File: config.mk
export PLATFORM = sky130hd
export DESIGN_NAME = sack_receive_block_list
export DESIGN_NICKNAME = d
export VERILOG_FILES = /design/src/sv/srbl_pkg.sv /design/src/sv/srbl_cell.sv /design/src/sv/srbl_merge.sv /design/src/sv/sack_receive_block_list.sv
export SDC_FILE = /design/constraint.sdc
export NUM_CORES = 1
export LEC_CHECK = 0
export ABC_AREA = 0
export BUFFER_PORTS_ARGS = -buffer_cell sky130_fd_sc_hd__buf_2
export CAP_MARGIN = 30
export CORE_MARGIN = 2
export CORE_UTILIZATION = 62
export DETAILED_ROUTE_END_ITERATION = 8
export PLACE_DENSITY = 0.81
export SYNTH_ARGS = -nofsm -noshare
export SYNTH_HDL_FRONTEND = slang
export SYNTH_SLANG_ARGS = --single-unit
File: constraint.sdc
create_clock -name clk -period 8.48 [get_ports clk]
set_input_delay 0.848 -clock clk [delete_from_list [all_inputs] [get_ports clk]]
set_output_delay 0.848 -clock clk [all_outputs]
set_load 0.03 [all_outputs]
File: src/sv/srbl_pkg.sv
// ----------------------------------------------------------------------------
// srbl_pkg
// Shared types, sizes and serial-number compares for the SACK block list.
// ----------------------------------------------------------------------------
package srbl_pkg;

	localparam int MAX_BLOCKS = 4;
	localparam int IDX_W      = (MAX_BLOCKS > 1) ? $clog2(MAX_BLOCKS) : 1;
	localparam int CNT_W      = $clog2(MAX_BLOCKS + 1);

	localparam logic FUNC_ADD   = 1'b0;
	localparam logic FUNC_CLEAR = 1'b1;

	typedef struct packed {
		logic [31:0] left;
		logic [31:0] right;
	} edge_pair_t;

	typedef enum logic [1:0] {
		CELL_HOLD,
		CELL_SHIFT,
		CELL_LOAD
	} cell_op_t;

	typedef struct packed {
		logic start;
		logic visit;
	} merge_ctrl_t;

	function automatic logic seq_lt(input logic [31:0] a, input logic [31:0] b);
		logic [31:0] d;
		d = a - b;
		return d[31];
	endfunction

	function automatic logic seq_leq(input logic [31:0] a, input logic [31:0] b);
		return (a == b) || seq_lt(a, b);
	endfunction

endpackage

File: src/sv/srbl_cell.sv
// ----------------------------------------------------------------------------
// srbl_cell
// One slot of the block list: holds a pair of edges, takes its neighbour's
// pair when the row rotates, or a new pair when the list is rebuilt.
// ----------------------------------------------------------------------------
module srbl_cell
	import srbl_pkg::*;
(
	input  logic       clk,
	input  cell_op_t   op,
	input  edge_pair_t nbr,
	input  edge_pair_t load_val,
	output edge_pair_t held
);

	edge_pair_t pair_q;

	always_ff @(posedge clk) begin
		unique case (op)
			CELL_SHIFT: pair_q <= nbr;
			CELL_LOAD:  pair_q <= load_val;
			default:    pair_q <= pair_q;
		endcase
	end

	assign held = pair_q;

endmodule

File: src/sv/srbl_merge.sv
// ----------------------------------------------------------------------------
// srbl_merge
// Merge unit at the head of the row: grows the new range by every block that
// overlaps or touches it, and flags blocks that are to be kept.
// ----------------------------------------------------------------------------
module srbl_merge
	import srbl_pkg::*;
(
	input  logic        clk,
	input  merge_ctrl_t ctrl,
	input  logic [31:0] new_left,
	input  logic [31:0] new_right,
	input  logic [31:0] next_expected,
	input  edge_pair_t  visited,
	output logic        keep,
	output logic        head,
	output edge_pair_t  merged
);

	logic [31:0] lo_q;
	logic [31:0] hi_q;
	logic [31:0] nxt_q;
	logic        drop;
	logic        touch;

	assign drop  = seq_leq(visited.right, visited.left) || seq_leq(visited.left, nxt_q);
	assign touch = seq_leq(lo_q, visited.right) && seq_leq(visited.left, hi_q);
	assign keep  = ctrl.visit && !drop && !touch;
	assign head  = seq_lt(nxt_q, lo_q);

	always_ff @(posedge clk) begin
		if (ctrl.start) begin
			lo_q  <= new_left;
			hi_q  <= new_right;
			nxt_q <= next_expected;
		end else if (ctrl.visit && !drop && touch) begin
			if (seq_lt(visited.left, lo_q)) begin
				lo_q <= visited.left;
			end
			if (seq_lt(hi_q, visited.right)) begin
				hi_q <= visited.right;
			end
		end
	end

	assign merged.left  = lo_q;
	assign merged.right = hi_q;

endmodule

File: src/sv/sack_receive_block_list.sv
// ----------------------------------------------------------------------------
// sack_receive_block_list
// Receiver SACK block list, most recent first, kept in a rotating row of cells.
// ----------------------------------------------------------------------------
//  channel | direction | handshake            | payload
//  in      | into      | in_valid / in_stall   | func, new_left, new_right, next_expected
//  out     | out of    | out_valid / out_stall | entry_valid .. last_of_run
//
//  an update passes the scan and commit states before the first result beat: the
//  row rotates once per cycle past the merge unit, then the list is rebuilt
//  clear items and reversed or empty ranges go straight to the result beats
//  one result beat per held block (or one when empty), each held under out_stall
//  in_stall is high from acceptance until the last result beat is taken
//  reset empties the list
// ----------------------------------------------------------------------------
module sack_receive_block_list
	import srbl_pkg::*;
(
	input  logic        clk,
	input  logic        arst_n,
	input  logic        in_valid,
	output logic        in_stall,
	input  logic        func,
	input  logic [31:0] new_left,
	input  logic [31:0] new_right,
	input  logic [31:0] next_expected,
	output logic        out_valid,
	input  logic        out_stall,
	output logic        entry_valid,
	output logic [2:0]  entry_index,
	output logic [31:0] block_left,
	output logic [31:0] block_right,
	output logic [3:0]  block_total,
	output logic        range_error,
	output logic        last_of_run
);

	localparam logic [1:0] ST_IDLE   = 2'd0;
	localparam logic [1:0] ST_SCAN   = 2'd1;
	localparam logic [1:0] ST_COMMIT = 2'd2;
	localparam logic [1:0] ST_EMIT   = 2'd3;

	logic [1:0]       state_q;
	logic [IDX_W-1:0] step_q;
	logic [CNT_W-1:0] kept_q;
	logic [CNT_W-1:0] count_q;
	logic [IDX_W-1:0] k_q;
	logic             err_q;
	edge_pair_t       keep_q [MAX_BLOCKS];

	edge_pair_t  cell_val [MAX_BLOCKS];
	cell_op_t    cell_op;
	merge_ctrl_t mctrl;
	logic        in_beat;
	logic        out_beat;
	logic        m_keep;
	logic        m_head;
	edge_pair_t  m_pair;
	logic [CNT_W-1:0] kept_trim;
	logic        is_last;
	edge_pair_t  shown;

	assign in_stall = (state_q != ST_IDLE);
	assign in_beat  = in_valid && !in_stall;
	assign out_valid = (state_q == ST_EMIT);
	assign out_beat  = out_valid && !out_stall;

	assign mctrl.start = in_beat;
	assign mctrl.visit = (state_q == ST_SCAN) && (CNT_W'(step_q) < count_q);

	always_comb begin
		unique case (state_q)
			ST_SCAN:   cell_op = CELL_SHIFT;
			ST_COMMIT: cell_op = CELL_LOAD;
			default:   cell_op = CELL_HOLD;
		endcase
	end

	// row rotates towards slot 0; slot 0 feeds the merge unit
	for (genvar i = 0; i < MAX_BLOCKS; i++) begin : g_cell
		edge_pair_t load_val;
		if (i == 0) begin : g_first
			assign load_val = m_head ? m_pair : keep_q[0];
		end else begin : g_rest
			assign load_val = m_head ? keep_q[i-1] : keep_q[i];
		end
		srbl_cell u_cell (
			.clk      (clk),
			.op       (cell_op),
			.nbr      (cell_val[(i + 1) % MAX_BLOCKS]),
			.load_val (load_val),
			.held     (cell_val[i])
		);
	end

	srbl_merge u_merge (
		.clk           (clk),
		.ctrl          (mctrl),
		.new_left      (new_left),
		.new_right     (new_right),
		.next_expected (next_expected),
		.visited       (cell_val[0]),
		.keep          (m_keep),
		.head          (m_head),
		.merged        (m_pair)
	);

	// on overflow the oldest kept block falls off
	assign kept_trim = (kept_q >= CNT_W'(MAX_BLOCKS)) ? CNT_W'(MAX_BLOCKS - 1) : kept_q;

	always_ff @(posedge clk or negedge arst_n) begin
		if (!arst_n) begin
			state_q <= ST_IDLE;
			step_q  <= '0;
			kept_q  <= '0;
			count_q <= '0;
			k_q     <= '0;
			err_q   <= 1'b0;
		end else begin
			unique case (state_q)
				ST_IDLE: begin
					if (in_beat) begin
						step_q <= '0;
						kept_q <= '0;
						k_q    <= '0;
						if (func == FUNC_CLEAR) begin
							count_q <= '0;
							err_q   <= 1'b0;
							state_q <= ST_EMIT;
						end else if (!seq_lt(new_left, new_right)) begin
							err_q   <= 1'b1;
							state_q <= ST_EMIT;
						end else begin
							err_q   <= 1'b0;
							state_q <= ST_SCAN;
						end
					end
				end
				ST_SCAN: begin
					if (m_keep) begin
						kept_q <= kept_q + CNT_W'(1);
					end
					step_q <= step_q + IDX_W'(1);
					if (step_q == IDX_W'(MAX_BLOCKS - 1)) begin
						state_q <= ST_COMMIT;
					end
				end
				ST_COMMIT: begin
					count_q <= m_head ? kept_trim + CNT_W'(1) : kept_q;
					state_q <= ST_EMIT;
				end
				ST_EMIT: begin
					if (out_beat) begin
						if (is_last) begin
							state_q <= ST_IDLE;
						end else begin
							k_q <= k_q + IDX_W'(1);
						end
					end
				end
				default: state_q <= ST_IDLE;
			endcase
		end
	end

	always_ff @(posedge clk) begin
		if (state_q == ST_SCAN && m_keep) begin
			keep_q[kept_q[IDX_W-1:0]] <= cell_val[0];
		end
	end

	assign is_last = (count_q == '0) || ((CNT_W'(k_q) + CNT_W'(1)) == count_q);
	assign shown   = cell_val[k_q];

	assign entry_valid = (count_q != '0);
	assign entry_index = entry_valid ? 3'(k_q) : 3'd0;
	assign block_left  = entry_valid ? shown.left : 32'd0;
	assign block_right = entry_valid ? shown.right : 32'd0;
	assign block_total = 4'(count_q);
	assign range_error = err_q;
	assign last_of_run = is_last;

endmodule

==> run_results.csv, run 1 <==
group,metric,value,unit
status,outcome,"completed",
min_path,hp-class,"in2async",
global_routing,grt_max_degree,286,
route,drt-pass1-iter-count,6,
sta,hold-worst-slack,0.141,ns
worst_setup_path,cp_max_fo,40,
worst_setup_path,regToRegEndpoint,"keep_q[0][23]$_DFFE_PP_",
power_and_ir_drop,power_leakage,14.7,nW
power_and_ir_drop,max-vdd-ir-drop,0.504,mV
sta,setup_repair_after_global_routing_missed_its_margin,"no",
route,drtIter0Drc,2629,
sta,timing.final.ws_setup,3.54,ns
clocking,cts.path.max_buffers,3,
cells_and_area,sequential_cell_area,18600,µm²
cells_and_area,antennaDiodeCount,0,
clocking,worst_skew_pair.late_latency,0.61,ns
clocking,tritoncts,"built",
floorplan,core,52700,µm²
logic_synthesis,synthesis.instances,2713,
clocking,clk_root_buffer_cell,"sky130_fd_sc_hd__clkbuf_16",
global_routing,global_route.usage.total,31.6,%
clocking,tritoncts.num_buffers,67,
floorplan,initial_utilization,62.8,%
worst_setup_path,reg2regPathDepth,12,
worst_setup_path,worstSetupPathType,"reg2reg",
worst_setup_path,worst-endpoint-required,8.69,ns
sta,worst_pin_slew,1.31,ns
clocking,htree_levels,3,
cells_and_area,finish.utilization,69.8,%
route,ant_nets,0,
sta,slew_viol_final,0,
route,detail_route.wirelength,88.7,mm
logic_synthesis,seq_area_frac_synth,56.2,%
job,timing.max_cap.violations,0,
logic_synthesis,synth_warnings,0,
worst_setup_path,worst_setup_path_endpoint,"keep_q[0][23]$_DFFE_PP_",
worst_setup_path,critical_register_to_register_path_startpoint,"g_cell[0].u_cell.held[44]$_DFFE_PP_",
global_routing,grt_pass1_vias,22900,
global_routing,grt_antenna_before_repair,0,
logic_synthesis,ys_dominant_reg_cell,"sky130_fd_sc_hd__edfxtp_1",
floorplan,die_h,235,µm
floorplan,std_cell_rows,84,
logic_synthesis,postSynth.asyncResetShare,2.09,%
sta,finalHoldViolations,0,
logic_synthesis,count_of_flip_flops_with_a_built_in_enable_after_synthesis,608,
cells_and_area,area_taken_by_multi_input_logic_gates,13300,µm²
route,top_signal_layer_used,"met4",
worst_setup_path,endpoint_kind,"register",
sta,period_minus_slack,4.94,ns
sta,finalSetupTns,0,ns
sta,clock_skew,0.0315,ns
route,wl_met3,8.36,mm
logic_synthesis,syn_avg_cell_area,12.2,µm²
place,numPortBuffers,174,
clocking,cts_hold_buffers,0,
place,dpl.hpwl,59.5,mm
floorplan,fp.dieArea,55200,µm²
global_routing,grt_first_pass_wirelength,133,mm
cells_and_area,nets,3195,
route,met2WireLength,43.3,mm
clocking,ctsResizeCount,0,
clocking,cts_setup_buffers,0,
route,detail_route.vias_per_cell,6.53,
route,routed_via_count,23300,
worst_setup_path,ff_to_ff_setup_slack,3.54,ns
logic_synthesis,ys_ff_latch,621,
route,routed_wire_length_per_instance,24.8,µm
cells_and_area,area.growth.synth_to_final,11.1,%
place,place_ws,3.77,ns
logic_synthesis,syn-cell-area,33100,µm²
floorplan,chipWidth,235,µm
power_and_ir_drop,power_per_cell_area,424,nW/µm²
clocking,cts.clk_slew.worst_paths,0.07,ns
floorplan,io_pins,177,
clocking,clkSinkCount,621,
worst_setup_path,crit_arrival,5.15,ns
cells_and_area,final.fill_count,3626,
sta,post-route-period-util,58.2,%
cells_and_area,post-route-cell-area,36700,µm²
route,routedLengthMet1,32.9,mm
sta,timing.max_slew.rel_slack,12.7,%
worst_setup_path,nature_of_the_critical_path_startpoint,"register",
sta,finalSetupViolCount,0,
place,placement.cell_area,34500,µm²
logic_synthesis,yosysUniqueCellTypes,62,
route,detail_route.drc_violations,0,
sta,maxClockFrequency,0.203,GHz
global_routing,residual_overflow_from_global_routing,0,
place,place.gp.congestion,0.945,
cells_and_area,final_layout_size_suffix_gt1_share,13.2,%
worst_setup_path,crit_start,"g_cell[0].u_cell.held[44]$_DFFE_PP_",
==> flip-flops by register name, indices dropped and copies added, names as in the netlist <==
signal,cells
count_q,3
g_cell.u_cell.held,256
k_q,2
keep_q,256
kept_q,3
range_error,1
state_q,2
step_q,2
u_merge.hi_q,32
u_merge.lo_q,32
u_merge.nxt_q,32
==> routing by layer <==
layer / up-vias / GRT usage, %
met3: 251 / 5.66
met5: - / 0
met4: 0 / 14.3
met2: 1202 / 52.4
met1: 11400 / 40.9
li1: 10400 / -
==> kinds of logic after synthesis <==
| logic type | after synthesis | share of synthesized area [%] |
|---|---|---|
| AO/OA/AOI/OAI | 558 | 10.2 |
| XOR/XNOR | 13 | 0.344 |
| adder cells (fa/ha/maj) | 257 | 9.72 |
| buffers and inverters | 340 | 3.96 |
| flip-flops | 621 | 56.2 |
| multiplexers | 266 | 10.5 |
| other | 1 | 0.0113 |
| AND/OR/NAND/NOR | 657 | 9.12 |
==> power by group <==
part | internal [mW] | switching (mW)
combinational | 2.40 | 4.21
clock | 1.73 | 1.20
sequential | 5.11 | 0.935
==> through the flow <==
step | power, mW | cells
2_1_floorplan | 10.5 | 2714
3_3_place_gp | 12.1 | 3453
3_5_place_dp | 12.5 | 3454
4_1_cts | 15.5 | 3570
5_1_grt | 16.4 | 3572
6_report | 15.6 | 3572
==> Yosys cell counts, drive strengths merged (3+ instances only) <==
cell type,n,area (µm²)
o211ai,10,75.1
nand2,176,661
buf,41,186
or3,3,18.8
nor3b,3,22.5
a21oi,266,1330
a41oi,3,26.3
a221o,4,40.0
edfxtp,608,18300
nor3,16,80.1
or2,5,31.3
xnor2,10,87.6
inv,198,743
dfrtp,13,325
a211oi,15,118
a21o,49,368
o21ai,114,571
mux2,5,56.3
nor2b,9,56.3
mux2i,197,1970
nor4,4,25.0
mux4,64,1440
nor2,225,845
o221ai,62,543
and4,4,35.0
o31ai,8,60.1
clkbuf,101,379
ha,257,3220
a221oi,4,35.0
and2,73,457
xor2,3,26.3
nand2b,7,43.8
and3,3,18.8
nand3,81,405
nand4,41,257
==> worst min-delay path by stage <==
| stage | startpoint | to | cells past startpoint |
|---|---|---|---|
| after global placement | range_error$_DFFE_PN0P_ | range_error$_DFFE_PN0P_ | 2 |
| after global routing | arst_n | k_q[1]$_DFFE_PN0P_ | 1 |
| after CTS | arst_n | k_q[1]$_DFFE_PN0P_ | 1 |
| after detailed placement | range_error$_DFFE_PN0P_ | range_error$_DFFE_PN0P_ | 2 |
| final | arst_n | kept_q[0]$_DFFE_PN0P_ | 1 |
| after floorplan | step_q[0]$_DFFE_PN0P_ | step_q[0]$_DFFE_PN0P_ | 1 |
==> area by class of cell <==
cell class,count,share of cell area (%)
inverter,198,2.03
timing repair buffer,196,3.08
clock buffer,83,4.84
sequential,621,50.6
tap,688,2.34
multi-input combinational,1753,36.1
clock inverter,33,1.04
==> worst max-delay path, cell delays in order, from the launching register on <==
cell and delay (ns):
sky130_fd_sc_hd__edfxtp_1 0.59, sky130_fd_sc_hd__inv_1 0.26, sky130_fd_sc_hd__ha_1 0.38, sky130_fd_sc_hd__nand4_1 0.13
sky130_fd_sc_hd__nor3_1 0.54, sky130_fd_sc_hd__o31ai_1 0.19, sky130_fd_sc_hd__a21boi_0 0.20, sky130_fd_sc_hd__o211ai_1 0.14
sky130_fd_sc_hd__nor3b_1 0.22, sky130_fd_sc_hd__mux2i_1 0.22, sky130_fd_sc_hd__nor2b_1 0.34, sky130_fd_sc_hd__and2_4 0.52
sky130_fd_sc_hd__buf_4 0.76
==> cells in the final DEF (no fill, tap or decap), drive strengths merged, types with 3 or more instances in the layout <==
cell	instances
nand4	41
clkinv	18
xnor2	10
mux2	5
clkinvlp	4
xor2	3
nor3b	3
a41oi	3
inv	201
a221oi	4
nor3	16
o31ai	8
edfxtp	608
a211oi	15
dfrtp	13
nor2b	9
nor4	4
nand3	81
a21o	49
ha	257
and4	4
clkbuf	83
or2	5
or3	3
o21ai	114
nand2	176
bufinv	8
mux4	64
o211ai	10
and3	3
nor2	225
o221ai	62
a21oi	266
nand2b	7
and2	73
mux2i	197
a221o	4
buf	196
Note: power is estimated with default switching activity, not from simulation.
==> run 2, diff against run 1 <==
--- a/config.mk
+++ b/config.mk
@@ -5,7 +5,7 @@
 export SDC_FILE = /design/constraint.sdc
 export NUM_CORES = 1
 export LEC_CHECK = 0
-export ABC_AREA = 0
+export ABC_AREA = 1
 export BUFFER_PORTS_ARGS = -buffer_cell sky130_fd_sc_hd__buf_2
 export CAP_MARGIN = 30
 export CORE_MARGIN = 2
==> constraint.sdc (replaced) <==
create_clock -name clk -period 5.18 [get_ports clk]
set_input_delay 0.518 -clock clk [delete_from_list [all_inputs] [get_ports clk]]
set_output_delay 0.518 -clock clk [all_outputs]
set_load 0.03 [all_outputs]
==> run_results.csv, run 2 <==
group,metric,value,unit
status,outcome,"completed",
logic_synthesis,syn_avg_cell_area,8.75,µm²
route,detail_route.drc_violations,0,
clocking,cts.path.max_buffers,3,
sta,finalHoldViolations,0,
worst_setup_path,worstSetupPathType,"reg2reg",
global_routing,residual_overflow_from_global_routing,0,
place,dpl.hpwl,65.1,mm
sta,worst_pin_slew,1.08,ns
cells_and_area,stdcell_count,4924,
clocking,tritoncts.num_buffers,68,
worst_setup_path,worst-endpoint-required,5.47,ns
floorplan,initial_utilization,62.6,%
worst_setup_path,nature_of_the_critical_path_startpoint,"register",
clocking,cts.clk_slew.worst_paths,0.06,ns
sta,finalSetupViolCount,0,
route,drtIter0Drc,3148,
sta,setup_repair_after_global_routing_missed_its_margin,"no",
clocking,clk_root_buffer_cell,"sky130_fd_sc_hd__clkbuf_16",
job,timing.max_cap.violations,0,
logic_synthesis,fraction_of_synthesized_cell_area_taken_by_the_top_area_cell_type,52.0,%
sta,period_minus_slack,4.07,ns
clocking,htree_levels,3,
floorplan,die_h,242,µm
min_path,min-delay-start,"next_expected[21]",
global_routing,global_route.usage.total,33.0,%
logic_synthesis,ys_dominant_reg_cell,"sky130_fd_sc_hd__edfxtp_1",
sta,slew_viol_final,0,
route,routed_via_count,28300,
sta,timing.max_slew.rel_slack,27.4,%
power_and_ir_drop,power,27.1,mW
logic_synthesis,synth_warnings,0,
worst_setup_path,critical_register_to_register_path_startpoint,"g_cell[0].u_cell.held[27]$_DFFE_PP_",
clocking,clkSinkCount,621,
logic_synthesis,syn-cell-area,35100,µm²
power_and_ir_drop,max-vdd-ir-drop,1.15,mV
clocking,tritoncts,"built",
global_routing,grt_pass1_vias,27000,
cells_and_area,most_used_cells_in_the_layout_excluding_fill_and_tap_cells,"1364 x sky130_fd_sc_hd__nand2_1, 608 x sky130_fd_sc_hd__edfxtp_1, 536 x sky130_fd_sc_hd__inv_1",
clocking,ctsResizeCount,0,
cells_and_area,post-route-cell-area,38800,µm²
route,detail_route.vias_per_cell,5.74,
power_and_ir_drop,power_per_cell_area,698,nW/µm²
logic_synthesis,count_of_flip_flops_with_a_built_in_enable_after_synthesis,608,
clocking,cts_hold_buffers,1,
logic_synthesis,yosysUniqueCellTypes,38,
worst_setup_path,cp_max_fo,24,
cells_and_area,final.fill_count,4308,
cells_and_area,layout.cells.most_common,"sky130_fd_sc_hd__nand2_1",
place,placement.cell_area,36500,µm²
cells_and_area,final_layout_size_suffix_gt1_share,7.87,%
sta,post-route-period-util,78.6,%
route,ant_nets,0,
floorplan,core,56200,µm²
logic_synthesis,post_synth_most_frequent_cells,"1365 x sky130_fd_sc_hd__nand2_1, 608 x sky130_fd_sc_hd__edfxtp_1, 540 x sky130_fd_sc_hd__inv_1",
route,routed_wire_length_per_instance,19.9,µm
logic_synthesis,postSynth.asyncResetShare,2.09,%
min_path,hp-class,"in2reg",
logic_synthesis,ys_ff_latch,621,
sta,maxClockFrequency,0.246,GHz
clocking,worst_skew_pair.late_latency,0.61,ns
place,cell_count_after_placement,4802,
place,numPortBuffers,174,
logic_synthesis,synthesis.instances,4013,
global_routing,grt_antenna_before_repair,4,
logic_synthesis,cell_taking_the_most_area_after_synthesis,"sky130_fd_sc_hd__edfxtp_1",
global_routing,grt_first_pass_wirelength,150,mm
route,detail_route.wirelength,97.8,mm
global_routing,grt_max_degree,163,
cells_and_area,finish.utilization,69.0,%
logic_synthesis,yosys.cell_count.top_type,"sky130_fd_sc_hd__nand2_1",
worst_setup_path,crit_start,"g_cell[0].u_cell.held[27]$_DFFE_PP_",
sta,clock_skew,0.0197,ns
logic_synthesis,synth.area.top_cells,"sky130_fd_sc_hd__edfxtp_1 52%, sky130_fd_sc_hd__nand2_1 15%, sky130_fd_sc_hd__ha_1 9.2%",
logic_synthesis,seq_area_frac_synth,52.9,%
cells_and_area,area.growth.synth_to_final,10.3,%
sta,finalSetupTns,0,ns
cells_and_area,nets,4476,
route,drt-pass1-iter-count,8,
floorplan,chipWidth,242,µm
floorplan,std_cell_rows,87,
floorplan,io_pins,177,
clocking,cts_setup_buffers,0,
worst_setup_path,crit_arrival,4.36,ns
power_and_ir_drop,power_leakage,18.1,nW
worst_setup_path,endpoint_kind,"register",
place,place.gp.congestion,0.979,
floorplan,fp.dieArea,58600,µm²
[run 2: worst paths after layout]
path                                          endpoint  slack (ns)  depth (start not counted)
max                            keep_q[3][10]$_DFFE_PP_        1.11                         13
min                        u_merge.nxt_q[21]$_DFFE_PP_        0.09                          1
max reg2reg                    keep_q[3][10]$_DFFE_PP_        1.11                         13
min reg2reg                    range_error$_DFFE_PN0P_        0.50                          2
max in group asynchronous           k_q[0]$_DFFE_PN0P_        4.53                          2
min in group asynchronous      range_error$_DFFE_PN0P_        0.37                          2
[run 2: worst max-delay path, cell delays in order (launching register included)]
cell	delay, ns
sky130_fd_sc_hd__edfxtp_1	0.57
sky130_fd_sc_hd__inv_1	0.15
sky130_fd_sc_hd__ha_1	0.30
sky130_fd_sc_hd__nand2_1	0.04
sky130_fd_sc_hd__nor2_1	0.18
sky130_fd_sc_hd__inv_1	0.11
sky130_fd_sc_hd__nor3_1	0.50
sky130_fd_sc_hd__nand2_1	0.17
sky130_fd_sc_hd__nand3_1	0.12
sky130_fd_sc_hd__nand2_1	0.08
sky130_fd_sc_hd__nand2_1	0.07
sky130_fd_sc_hd__nand2_1	0.29
sky130_fd_sc_hd__nor2_4	0.83
sky130_fd_sc_hd__buf_12	0.29
[run 2: cell families (layout without fill, tap and decap cells)]
logic type	count (synthesis)	in the layout	synth area share, %
buffers and inverters	722	875	8.70
xor gates and xnor gates	10	10	0.249
DFF	621	621	52.9
and+or+nand+nor	1908	1908	21.7
AOI/OAI and AO/OA	494	494	7.25
other	1	3	0.0107
adders and majority gates	257	257	9.15
[run 2: final cells by class]
cell class | count | area (µm²) | area share, %
diodes | 1 | 2.50 | 0.00645
clock buffers | 89 | 1890 | 4.87
clock inverters | 30 | 369 | 0.952
inverters | 541 | 2040 | 5.27
multi-input cells | 2671 | 13600 | 35.1
flip-flops and latches | 621 | 18600 | 47.9
well taps | 756 | 946 | 2.44
repair buffers | 215 | 1330 | 3.43
[run 2: metrics by stage]
step	worst slack, ns	hold slack (ns)
finish	1.11	0.0856
global route	1.02	0.0694
CTS	1.19	0.0603
detailed placement	1.30	0.437
global placement	1.25	0.428
floorplan	0.331	0.222
[run 2: report_power, final]
part | leakage [nW] | switching, mW | internal [mW]
clock | 1.09 | 1.99 | 3.01
combinational | 11.1 | 8.65 | 3.54
sequential | 5.89 | 1.41 | 8.46
total | 18.1 | 12.1 | 15.0
[run 2: routing by layer]
layer	wire, µm	GRT usage [%]
met3	8740	4.91
met2	46800	54.6
met1	37100	42.7
met4	5270	16.7
met5	26	0
